## src/rtl/jfsp_pkg.sv

```systemverilog
// ----------------------------------------------------------------------------
// jfsp_pkg
// Types and constants shared by the joystick frame to servo pulse block.
// ----------------------------------------------------------------------------
package jfsp_pkg;

  // default depth of the queue between front and back
  localparam int JFSP_QUEUE_DEPTH = 2;

  // result kinds
  localparam logic [1:0] KIND_SILENCE  = 2'd0;
  localparam logic [1:0] KIND_STEER    = 2'd1;
  localparam logic [1:0] KIND_THROTTLE = 2'd2;

  // configuration register indexes
  localparam logic [1:0] REG_STEER_ID    = 2'd0;
  localparam logic [1:0] REG_THROTTLE_ID = 2'd1;
  localparam logic [1:0] REG_TRIM_LIMIT  = 2'd2;

  // configuration reset values
  localparam logic [10:0] STEER_ID_RESET    = 11'd2;
  localparam logic [10:0] THROTTLE_ID_RESET = 11'd4;
  localparam logic [8:0]  TRIM_LIMIT_RESET  = 9'd500;

  // trim code field of the second payload byte
  localparam logic [7:0] TRIM_CODE_MASK = 8'hFC;
  localparam logic [7:0] TRIM_CODE_DOWN = 8'h04;
  localparam logic [7:0] TRIM_CODE_UP   = 8'h08;

  // pulse arithmetic in sixteenths of a microsecond
  localparam logic [15:0] BASE_LOW16  = 16'd24000;  // 1500 us
  localparam logic [15:0] BASE_HIGH16 = 16'd32000;  // 2000 us
  localparam logic [15:0] MIRROR16    = 16'd48000;  // 2 * 1500 us
  localparam logic [15:0] HALF16      = 16'd8;

  typedef enum logic [1:0] {
    TRIM_HOLD,
    TRIM_DOWN,
    TRIM_UP
  } trim_op_t;

  typedef struct packed {
    logic [10:0] frame_id;
    logic [7:0]  data_byte0;
    logic [7:0]  data_byte1;
  } in_item_t;

  typedef struct packed {
    logic [1:0]  frame_kind;
    logic [11:0] pulse_width;
    logic        last;
  } out_item_t;

  typedef struct packed {
    logic [1:0]  index;
    logic [10:0] value;
  } cfg_item_t;

  // classified frame handed from front to back
  typedef struct packed {
    logic [1:0]  kind;
    trim_op_t    trim_op;
    logic [11:0] raw_pulse;
  } entry_t;

  // configuration seen by the front and back
  typedef struct packed {
    logic [10:0] steer_id;
    logic [10:0] thr_id;
    logic [8:0]  trim_limit;
  } cfg_regs_t;

endpackage

```

## src/rtl/jfsp_chan_if.sv

```systemverilog
// ----------------------------------------------------------------------------
// jfsp_chan_if
// Valid/ready channel with a typed payload.
// ----------------------------------------------------------------------------
interface jfsp_chan_if #(
  parameter type T = logic
);
  logic valid;
  logic ready;
  T     data;

  modport source (output valid, output data, input ready);
  modport sink   (input valid, input data, output ready);
endinterface

```

## src/rtl/jfsp_fifo.sv

```systemverilog
// ----------------------------------------------------------------------------
// jfsp_fifo
// Small register queue of classified frames between front and back.
// ----------------------------------------------------------------------------
module jfsp_fifo #(
  parameter int DEPTH = jfsp_pkg::JFSP_QUEUE_DEPTH
) (
  input  logic             clk,
  input  logic             rst,
  input  logic             push,
  input  jfsp_pkg::entry_t push_data,
  input  logic             pop,
  output jfsp_pkg::entry_t head,
  output logic             full,
  output logic             empty
);
  import jfsp_pkg::*;

  localparam int PTR_W = (DEPTH > 1) ? $clog2(DEPTH) : 1;
  localparam int CNT_W = $clog2(DEPTH + 1);

  entry_t             entries [DEPTH];
  logic [PTR_W-1:0]   wr_ptr;
  logic [PTR_W-1:0]   rd_ptr;
  logic [CNT_W-1:0]   count;
  logic               do_push;
  logic               do_pop;

  assign full    = (count == CNT_W'(DEPTH));
  assign empty   = (count == '0);
  assign do_push = push && !full;
  assign do_pop  = pop && !empty;
  assign head    = entries[rd_ptr];

  // storage
  always_ff @(posedge clk) begin
    if (do_push) begin
      entries[wr_ptr] <= push_data;
    end
  end

  // pointers and fill count
  always_ff @(posedge clk) begin
    if (rst) begin
      wr_ptr <= '0;
      rd_ptr <= '0;
      count  <= '0;
    end else begin
      if (do_push) begin
        wr_ptr <= (wr_ptr == PTR_W'(DEPTH - 1)) ? '0 : wr_ptr + 1'b1;
      end
      if (do_pop) begin
        rd_ptr <= (rd_ptr == PTR_W'(DEPTH - 1)) ? '0 : rd_ptr + 1'b1;
      end
      if (do_push && !do_pop) begin
        count <= count + 1'b1;
      end else if (do_pop && !do_push) begin
        count <= count - 1'b1;
      end
    end
  end
endmodule

```

## src/rtl/jfsp_front.sv

```systemverilog
// ----------------------------------------------------------------------------
// jfsp_front
// Accepts frames, matches the identifier and forms the untrimmed pulse.
// ----------------------------------------------------------------------------
module jfsp_front (
  jfsp_chan_if.sink            frames,
  input  jfsp_pkg::cfg_regs_t  cfg_regs,
  input  logic                 q_full,
  output logic                 q_push,
  output jfsp_pkg::entry_t     q_data
);
  import jfsp_pkg::*;

  logic [9:0]  stick;
  logic [8:0]  off;
  logic [12:0] off15;
  logic [15:0] n_base;
  logic [15:0] n_dir;
  logic [15:0] n_round;
  logic [7:0]  code;
  logic        is_steer;
  logic        is_throttle;

  assign frames.ready = !q_full;
  assign q_push       = frames.valid && !q_full;

  // identifier match, steering wins when both ids are equal
  assign is_steer    = (frames.data.frame_id == cfg_regs.steer_id);
  assign is_throttle = !is_steer && (frames.data.frame_id == cfg_regs.thr_id);

  // stick value and trim code
  assign stick = {frames.data.data_byte1[1:0], frames.data.data_byte0};
  assign off   = stick[8:0];
  assign code  = frames.data.data_byte1 & TRIM_CODE_MASK;

  // piecewise-linear map, slope 15/16, in sixteenths of a microsecond
  always_comb begin
    off15   = {off, 4'b0000} - {4'b0000, off};
    n_base  = (stick[9] ? BASE_HIGH16 : BASE_LOW16) - {3'b000, off15};
    n_dir   = is_throttle ? (MIRROR16 - n_base) : n_base;
    n_round = n_dir + HALF16;
  end

  // classified entry
  always_comb begin
    q_data.raw_pulse = n_round[15:4];
    if (is_steer) begin
      q_data.kind = KIND_STEER;
    end else if (is_throttle) begin
      q_data.kind = KIND_THROTTLE;
    end else begin
      q_data.kind = KIND_SILENCE;
    end
    if (code == TRIM_CODE_DOWN) begin
      q_data.trim_op = TRIM_DOWN;
    end else if (code == TRIM_CODE_UP) begin
      q_data.trim_op = TRIM_UP;
    end else begin
      q_data.trim_op = TRIM_HOLD;
    end
  end
endmodule

```

## src/rtl/jfsp_back.sv

```systemverilog
// ----------------------------------------------------------------------------
// jfsp_back
// Steps the channel trims and emits the silence and pulse results.
// ----------------------------------------------------------------------------
module jfsp_back (
  input  logic                 clk,
  input  logic                 rst,
  jfsp_chan_if.source          results,
  input  jfsp_pkg::cfg_regs_t  cfg_regs,
  input  jfsp_pkg::entry_t     head,
  input  logic                 q_empty,
  output logic                 q_pop
);
  import jfsp_pkg::*;

  logic              pulse_phase;
  logic              load;
  logic signed [9:0] steering_trim;
  logic signed [9:0] throttle_trim;
  logic signed [9:0] trim_cur;
  logic signed [10:0] lim;
  logic signed [10:0] t_dn;
  logic signed [10:0] t_up;
  logic signed [10:0] trim_next;
  logic signed [12:0] pulse_sum;
  logic              is_match;

  assign load     = !results.valid || results.ready;
  assign is_match = (head.kind != KIND_SILENCE);
  // silence-only frames leave after one result, matches after two
  assign q_pop    = load && !q_empty && (pulse_phase || !is_match);

  // trim step with saturation to the limit
  always_comb begin
    trim_cur = (head.kind == KIND_STEER) ? steering_trim : throttle_trim;
    lim      = signed'({2'b00, cfg_regs.trim_limit});
    t_dn     = 11'(trim_cur) - 11'sd2;
    t_up     = 11'(trim_cur) + 11'sd2;
    case (head.trim_op)
      TRIM_DOWN: trim_next = (t_dn < -lim) ? -lim : t_dn;
      TRIM_UP:   trim_next = (t_up > lim) ? lim : t_up;
      default:   trim_next = 11'(trim_cur);
    endcase
    pulse_sum = signed'({1'b0, head.raw_pulse}) + 13'(trim_next);
  end

  // result register, trims and phase
  always_ff @(posedge clk) begin
    if (rst) begin
      results.valid <= 1'b0;
      pulse_phase   <= 1'b0;
      steering_trim <= '0;
      throttle_trim <= '0;
    end else if (load) begin
      results.valid <= !q_empty;
      if (!q_empty) begin
        if (!pulse_phase) begin
          results.data.frame_kind  <= KIND_SILENCE;
          results.data.pulse_width <= '0;
          results.data.last        <= !is_match;
          pulse_phase              <= is_match;
        end else begin
          results.data.frame_kind  <= head.kind;
          results.data.pulse_width <= pulse_sum[11:0];
          results.data.last        <= 1'b1;
          pulse_phase              <= 1'b0;
          if (head.kind == KIND_STEER) begin
            steering_trim <= trim_next[9:0];
          end else begin
            throttle_trim <= trim_next[9:0];
          end
        end
      end
    end
  end
endmodule

```

## src/rtl/joystick_frame_to_servo_pulse.sv

```systemverilog
// ----------------------------------------------------------------------------
// joystick_frame_to_servo_pulse
// Turns received joystick frames into receiver-silence and servo results.
// ----------------------------------------------------------------------------
// Channels: frames (sink) carries frame_id, data_byte0 and data_byte1; results
// (source) carries frame_kind, pulse_width and last; cfg (sink) writes the
// steering id, throttle id and trim limit by index and is always ready.
// Every frame gives a silence result; a frame matching the steering or the
// throttle id also gives a pulse result, with the channel trim stepped first.
// An accepted frame is stored in the queue; its results come from the output register.
// The back end emits one result per cycle while the results channel is not
// stalled, so a matching frame gives two results and any other frame one; a
// two-entry queue between the front and back lets frames arrive back to back.
// A stalled results channel holds its item; the front keeps accepting until
// the queue is full, then drops ready.
// Reset clears the queue, the trims and the output, and restores the ids and limit
// to their defaults. Configuration must be written while idle; the block does not enforce it.
// ----------------------------------------------------------------------------
module joystick_frame_to_servo_pulse #(
  parameter int QUEUE_DEPTH = jfsp_pkg::JFSP_QUEUE_DEPTH
) (
  input  logic        clk,
  input  logic        rst,
  jfsp_chan_if.sink   frames,
  jfsp_chan_if.source results,
  jfsp_chan_if.sink   cfg
);
  import jfsp_pkg::*;

  cfg_regs_t cfg_regs;
  entry_t    q_in;
  entry_t    q_head;
  logic      q_push;
  logic      q_pop;
  logic      q_full;
  logic      q_empty;

  assign cfg.ready = 1'b1;

  // configuration registers, unknown indexes ignored
  always_ff @(posedge clk) begin
    if (rst) begin
      cfg_regs.steer_id   <= STEER_ID_RESET;
      cfg_regs.thr_id     <= THROTTLE_ID_RESET;
      cfg_regs.trim_limit <= TRIM_LIMIT_RESET;
    end else if (cfg.valid) begin
      case (cfg.data.index)
        REG_STEER_ID:    cfg_regs.steer_id   <= cfg.data.value;
        REG_THROTTLE_ID: cfg_regs.thr_id     <= cfg.data.value;
        REG_TRIM_LIMIT:  cfg_regs.trim_limit <= cfg.data.value[8:0];
        default: ;
      endcase
    end
  end

  jfsp_front u_front (
    .frames   (frames),
    .cfg_regs (cfg_regs),
    .q_full   (q_full),
    .q_push   (q_push),
    .q_data   (q_in)
  );

  jfsp_fifo #(
    .DEPTH (QUEUE_DEPTH)
  ) u_fifo (
    .clk       (clk),
    .rst       (rst),
    .push      (q_push),
    .push_data (q_in),
    .pop       (q_pop),
    .head      (q_head),
    .full      (q_full),
    .empty     (q_empty)
  );

  jfsp_back u_back (
    .clk      (clk),
    .rst      (rst),
    .results  (results),
    .cfg_regs (cfg_regs),
    .head     (q_head),
    .q_empty  (q_empty),
    .q_pop    (q_pop)
  );
endmodule

```

## src/flat_wrapper.sv

```systemverilog
// flat-port wrapper written by rule: the top's interface ports become plain ports
module joystick_frame_to_servo_pulse_flat import jfsp_pkg::*;
#(
  parameter int QUEUE_DEPTH = jfsp_pkg::JFSP_QUEUE_DEPTH
)
  (clk, rst, frames_valid, frames_data, frames_ready, results_valid, results_data, results_ready, cfg_valid, cfg_data, cfg_ready);
  jfsp_chan_if #(.T(in_item_t)) frames_i ();
  jfsp_chan_if #(.T(out_item_t)) results_i ();
  jfsp_chan_if #(.T(cfg_item_t)) cfg_i ();
  input  logic clk;
  input  logic rst;
  input wire logic [$bits(frames_i.valid)-1:0] frames_valid;
  input wire logic [$bits(frames_i.data)-1:0] frames_data;
  output wire logic [$bits(frames_i.ready)-1:0] frames_ready;
  output wire logic [$bits(results_i.valid)-1:0] results_valid;
  output wire logic [$bits(results_i.data)-1:0] results_data;
  input wire logic [$bits(results_i.ready)-1:0] results_ready;
  input wire logic [$bits(cfg_i.valid)-1:0] cfg_valid;
  input wire logic [$bits(cfg_i.data)-1:0] cfg_data;
  output wire logic [$bits(cfg_i.ready)-1:0] cfg_ready;
  assign frames_i.valid = frames_valid;
  assign frames_i.data = frames_data;
  assign frames_ready = frames_i.ready;
  assign results_valid = results_i.valid;
  assign results_data = results_i.data;
  assign results_i.ready = results_ready;
  assign cfg_i.valid = cfg_valid;
  assign cfg_i.data = cfg_data;
  assign cfg_ready = cfg_i.ready;
  joystick_frame_to_servo_pulse #(.QUEUE_DEPTH(QUEUE_DEPTH)) u_core (.clk(clk), .rst(rst), .frames(frames_i), .results(results_i), .cfg(cfg_i));
endmodule
```

## config.mk

```make
export PLATFORM = sky130hd
export DESIGN_NAME = joystick_frame_to_servo_pulse_flat
export DESIGN_NICKNAME = d
export VERILOG_FILES = /design/src/rtl/jfsp_pkg.sv /design/src/rtl/jfsp_chan_if.sv /design/src/rtl/jfsp_fifo.sv /design/src/rtl/jfsp_front.sv /design/src/rtl/jfsp_back.sv /design/src/rtl/joystick_frame_to_servo_pulse.sv /design/src/flat_wrapper.sv
export SDC_FILE = /design/constraint.sdc
export NUM_CORES = 1
export LEC_CHECK = 0
export BUFFER_PORTS_ARGS = -buffer_cell sky130_fd_sc_hd__buf_2
export CAP_MARGIN = 10
export CORE_MARGIN = 2
export CORE_UTILIZATION = 45
export DETAILED_ROUTE_END_ITERATION = 16
export SETUP_SLACK_MARGIN = 0.02
export SLEW_MARGIN = 10
export SYNTH_ARGS = -nofsm -noshare
export SYNTH_HDL_FRONTEND = slang
export SYNTH_HIERARCHICAL = 1
export SYNTH_SLANG_ARGS = --single-unit
```

## constraint.sdc

```tcl
create_clock -name clk -period 6.5 [get_ports clk]
set_input_delay 0.65 -clock clk [delete_from_list [all_inputs] [get_ports clk]]
set_output_delay 0.65 -clock clk [all_outputs]
set_load 0.02 [all_outputs]
```

Yosys cells after proc, flatten, opt, wreduce, memory -nomap -nowiden. Memory sizes are Yosys's and may differ from the RTL's. A register that Yosys moved wholly into a read port is not among the register bits. Index checks and enable logic that the tools add are counted. W data, S select, Z words.

Add/subtract/negate cells: 12. Multiply operators: 0. Div/mod/pow operators: 0. Magnitude comparators: 2. Equal/unequal tests: 10. Shifts and indexed selects: 0. Muxes and demuxes: 19. Bitwise logic cells: 3. Reductions and logical operators: 28.

Operators with widths (count): $eq A11 B11 Y1 (2); $mux W11 (2); $pmux W11 S2 (1); $add A16 B4 Y16 const B (1); $mux W16 (1); $sub A15 B13 Y16 (1); $sub A16 B16 Y16 const A (1); $mux W14 (1); $sub A13 B9 Y13 (1); $add A12 B11 Y12 (1); $mux W2 (6); $add A10 B3 Y11 const B (1); $gt A11 B10 Y1 (1); $lt A11 B11 Y1 (1); $neg A9 Y11 (1); $sub A10 B3 Y11 const B (1); $mux W10 (1); $logic_and A1 B1 Y1 (8); $reduce_and A2 Y1 (4); $reduce_and A4 Y1 (2); $logic_not A1 Y1 (7); $mux W1 (7); $eq A2 B1 Y1 const B (3); $eq A2 B2 Y1 const B (3); other kinds (10) (16).

Flip-flop bits (word level): 72. Bits in latches: 0. Memory bits (writable): 32. Memory bits (read-only): 0. Output and inout port bits: 18. Logic and storage cells: 88. Memories: 1.

Memories: u_core.u_fifo.entries (words 2, width 16, read ports 1, clocked after Yosys merged registers in 1, write ports 1, RTL line jfsp_fifo.sv:22) `entry_t entries [DEPTH];`.

Longest topological paths before layout.
Word-level depth: 8. Gate-level depth with buffers: 35. Gate-level depth less buffers: 32.

Modules after synthesis. Netlist, hierarchy kept.

By module, submodules not included: jfsp_back (times used 1, cells an instance 455, area each 3741.1 µm², sequential area each 890.9 µm²); jfsp_front (times used 1, cells an instance 263, area each 1963.1 µm², sequential area each 0.0 µm²); jfsp_fifo (times used 1, cells an instance 75, area each 1368.8 µm², sequential area each 1061.0 µm²); joystick_frame_to_servo_pulse (times used 1, cells an instance 127, area each 1300.0 µm², sequential area each 620.6 µm²).

Worst setup path after synthesis. Ideal clock, no wire load.

Path kind: register to register. From: register (tool-made name). To: register u_core/u_back/results.data[12] (netlist name). Arrival time: 6.057 ns. Required time: 6.245 ns. Setup slack: 0.188 ns. Cell stages (with the launch flop): 33. Period minus slack after synthesis: 6.312 ns. Cell sequence: dfxtp_1 > buf_2 > buf_2 > mux2_2 > nor2b_2 > buf_6 > mux2i_2 > ha_1 > inv_1 > a211oi_1 > nand2_1 > nor3b_1 > xnor2_1 > ha_1 > nand2_1 > o211a_1 > nand2_1 > o21ai_0 > and2_1 > inv_1 > o21ai_0 > a2111oi_4 > nor2_1 > ha_1 > a21o_1 > a21oi_1 > nor2b_1 > o41a_1 > nand4_1 > a31oi_1 > xnor2_1 > xnor2_1 > and2_1.

==> metrics.yaml <==
global_routing:
  grt_pass1_vias: 6183
  overflow: 0
  track_usage_pct: 20.1
  antenna_found_initial: 0
  grt_start_max_net_pins: 80
  grt_pass1_wl_um: 31800
synth:
  synthTopCellsByCount: "nor2_1 (80), xnor2_1 (62), dfxtp_1 (58)"
  syn_nets: 1010
  synth_cell_types: 105
  avgSynthCellArea_um2: 9.10
  synth_edf_count: 47
  yosysWarnings: 6
  netlist_area_um2: 8370
  ys_top_cells_by_area: "edfxtp_1 (17%), dfxtp_1 (14%), ha_1 (6.6%)"
  ys_seq_area_share_pct: 30.7
  synth_top_cell_by_area: "edfxtp_1"
  synth-async-reset-ratio_pct: 0
  ys_ff_latch: 105
  syn_inst: 920
  synth.most_common_cell: "nor2_1"
  synth_top_area_share_pct: 16.9
  synth_flop_cell: "dfxtp_1"
finish:
  drive_gt1_share_pct: 18.1
  area_delta_synth_final_pct: 11.1
  num-nets-final: 1059
  instances_no_fill: 1203
  antennaDiodeCount: 0
die:
  initial_utilization_pct: 46.3
  die-area_um2: 19700
  pin_count: 63
  rows: 49
  core_um2: 18100
  die_h_um: 140
  die_w_um: 140
hold_path:
  min_path_type: "reg -> reg"
  hold_path_depth: 2
  min_from: "u_core/cfg_regs[17]"
clock_network:
  cts_buffer_depth: 2
  htreeDepth: 3
  cts_buffers: 9
  holdBufCountCts: 0
  clock-root-buffer: "clkbuf_16"
  worstSkewPairLatency_ns: 0.36
  cts_tree: "built"
  clk_pin_slew_ns: 0.07
  clock_sinks: 105
setup_path:
  rrSetupSlack_ns: 0.40
  crit_path_start_kind: "flop"
  path_common_cell: "a21o_1"
  reg2reg_to: "u_core/u_back/results.data[12]"
  arrival_ns: 6.21
  critical_path.max_stage_delay_ns: 0.50
  endpoint_kind: "flop"
  setup.worst_path.end: "u_core/u_back/results.data[12]"
  critPathRequiredTime_ns: 6.61
  path_max_fanout: 17
  critPathKind: "reg -> reg"
  crit_slowest_cell: "a2111oi_4"
  r2r_cells: 28
timing:
  finalCritPeriodShare_pct: 93.8
  hold_viol: 0
  period_minus_slack_ns: 6.10
  fmax_mhz: 164
  tns_ns: 0
  rsz0062_at_grt: "false"
  finalSetupViolCount: 0
  worstMarginPinSlew_ns: 0.940
  slew_violations: 0
  finalClockSkew_ns: 0.0119
  slew_headroom_pct: 37.1
power:
  leakagePower_nw: 3.55
  ir_drop_mv: 0.163
  power.density_nw_per_um2: 358
route:
  drt_iter0_markers: 458
  route.vias.total: 6749
  wire_per_inst_um: 16.4
  vias_per_cell: 5.61
  ant_nets: 0
  finalWirelength_um: 19700
  dr.pass1.iters: 5
  drc: 0
place:
  placedCellCount: 1184
  io_buffers: 61
  gp_congestion: 0.921
  dpl.hpwl_um: 15300
outcome:
  status: "finished clean"
run:
  maxCapViolations: 0
cell usage in the layout, fill, tap and decap left out, types with 20 or more instances in the layout:
master / instances
nor2_1: 79
buf_2: 61
xnor2_1: 61
dfxtp_1: 57
nand2_1: 53
nand2b_1: 49
edfxtp_1: 47
a21oi_1: 46
mux2i_1: 45
inv_1: 43
ha_1: 43
o21ai_0: 26
xor2_1: 21
nand3_1: 20
and2_1: 20
power breakdown:
group          leakage [nW]  internal [mW]  switching (mW)
clock network         0.147          0.307           0.259
logic                  2.50          0.772            1.11
registers             0.911          0.823          0.0541
state kept, by name, indices dropped and copies added (netlist names), named ones only:
| signal | cells |
|---|---|
| u_core/u_back/pulse_phase | 1 |
| u_core/u_back/throttle_trim | 10 |
| u_core/u_fifo/rd_ptr | 1 |
| u_core/u_back/steering_trim | 10 |
| u_core/cfg_regs | 31 |
| u_core/u_back/results.data | 15 |
| u_core/u_back/results.valid | 1 |
| u_core/u_fifo/wr_ptr | 1 |
| u_core/u_fifo/entries | 32 |
| u_core/u_fifo/count | 2 |
layer usage:
metal / vias up / global-route usage [%] / share of wire, %
met5: - / 0 / 0
met4: 0 / 6.17 / 2.0
met3: 26 / 4.14 / 4.9
met2: 170 / 30.8 / 44
met1: 3132 / 28.5 / 50
li1: 3421 / - / -
worst max-delay path, delay by kind of cell, from the launching register on:
family          cells  cell delay, ns
compound gates      9            2.20
xor+xnor            3            0.42
fa+ha+maj           3            0.81
buf+inv             1            0.18
flops               1            0.37
mux                 2            0.62
simple gates       10            1.26
worst min path at each step:
stage / to / slack [ns]
floorplan: u_core/u_fifo/wr_ptr / 0.45
global placement: u_core/u_fifo/wr_ptr / 0.47
detailed placement: u_core/cfg_regs[28] / 0.48
CTS: u_core/cfg_regs[17] / 0.49
global route: u_core/cfg_regs[17] / 0.51
finish: u_core/cfg_regs[17] / 0.49
layout make-up:
cell class / count / area (um^2)
inverters: 44 / 165
repair buffers: 79 / 453
clock inverters: 7 / 90.1
fillers: 1697 / 8780
flip-flops and latches: 105 / 2570
clock buffers: 9 / 225
well taps: 229 / 287
multi-input cells: 730 / 5510
per-stage QoR:
| stage | setup slack (ns) | instance area [um^2] | util (%) | hold WS, ns | total power [mW] |
|---|---|---|---|---|---|
| CTS | 0.0757 | 9200 | 50.8 | 0.493 | 3.26 |
| global route | 0.0264 | 9300 | 51.4 | 0.511 | 3.58 |
| detailed placement | 0.104 | 8880 | 49.1 | 0.479 | 2.69 |
| floorplan | 0.188 | 8370 | - | 0.452 | 2.25 |
| global placement | 0.190 | 8880 | 49.1 | 0.470 | 2.68 |
| finish | 0.402 | 9300 | 51.4 | 0.488 | 3.33 |
timing repair:
| item | 4_1_cts | 5_1_grt |
|---|---|---|
| setup endpoints to repair | 0 | 6 |
| setup buffers | 0 | 3 |
| resized for setup | 0 | 16 |
| hold endpoints to repair | 0 | 0 |
logic make-up (layout without fill, tap and decap cells):
logic type                 after synthesis  after routing  synth area share (%)
muxes                                   65             65                  8.17
other                                    1              1                0.0448
AOI/OAI and AO/OA                      189            189                  17.2
buffers and inverters                   85            139                  4.48
adders and majority gates               46             46                  6.95
and+or+nand+nor                        338            338                  22.3
xor gates and xnor gates                91             91                  10.1
DFF                                    105            105                  30.7
Power figures use the tool's default switching activity.
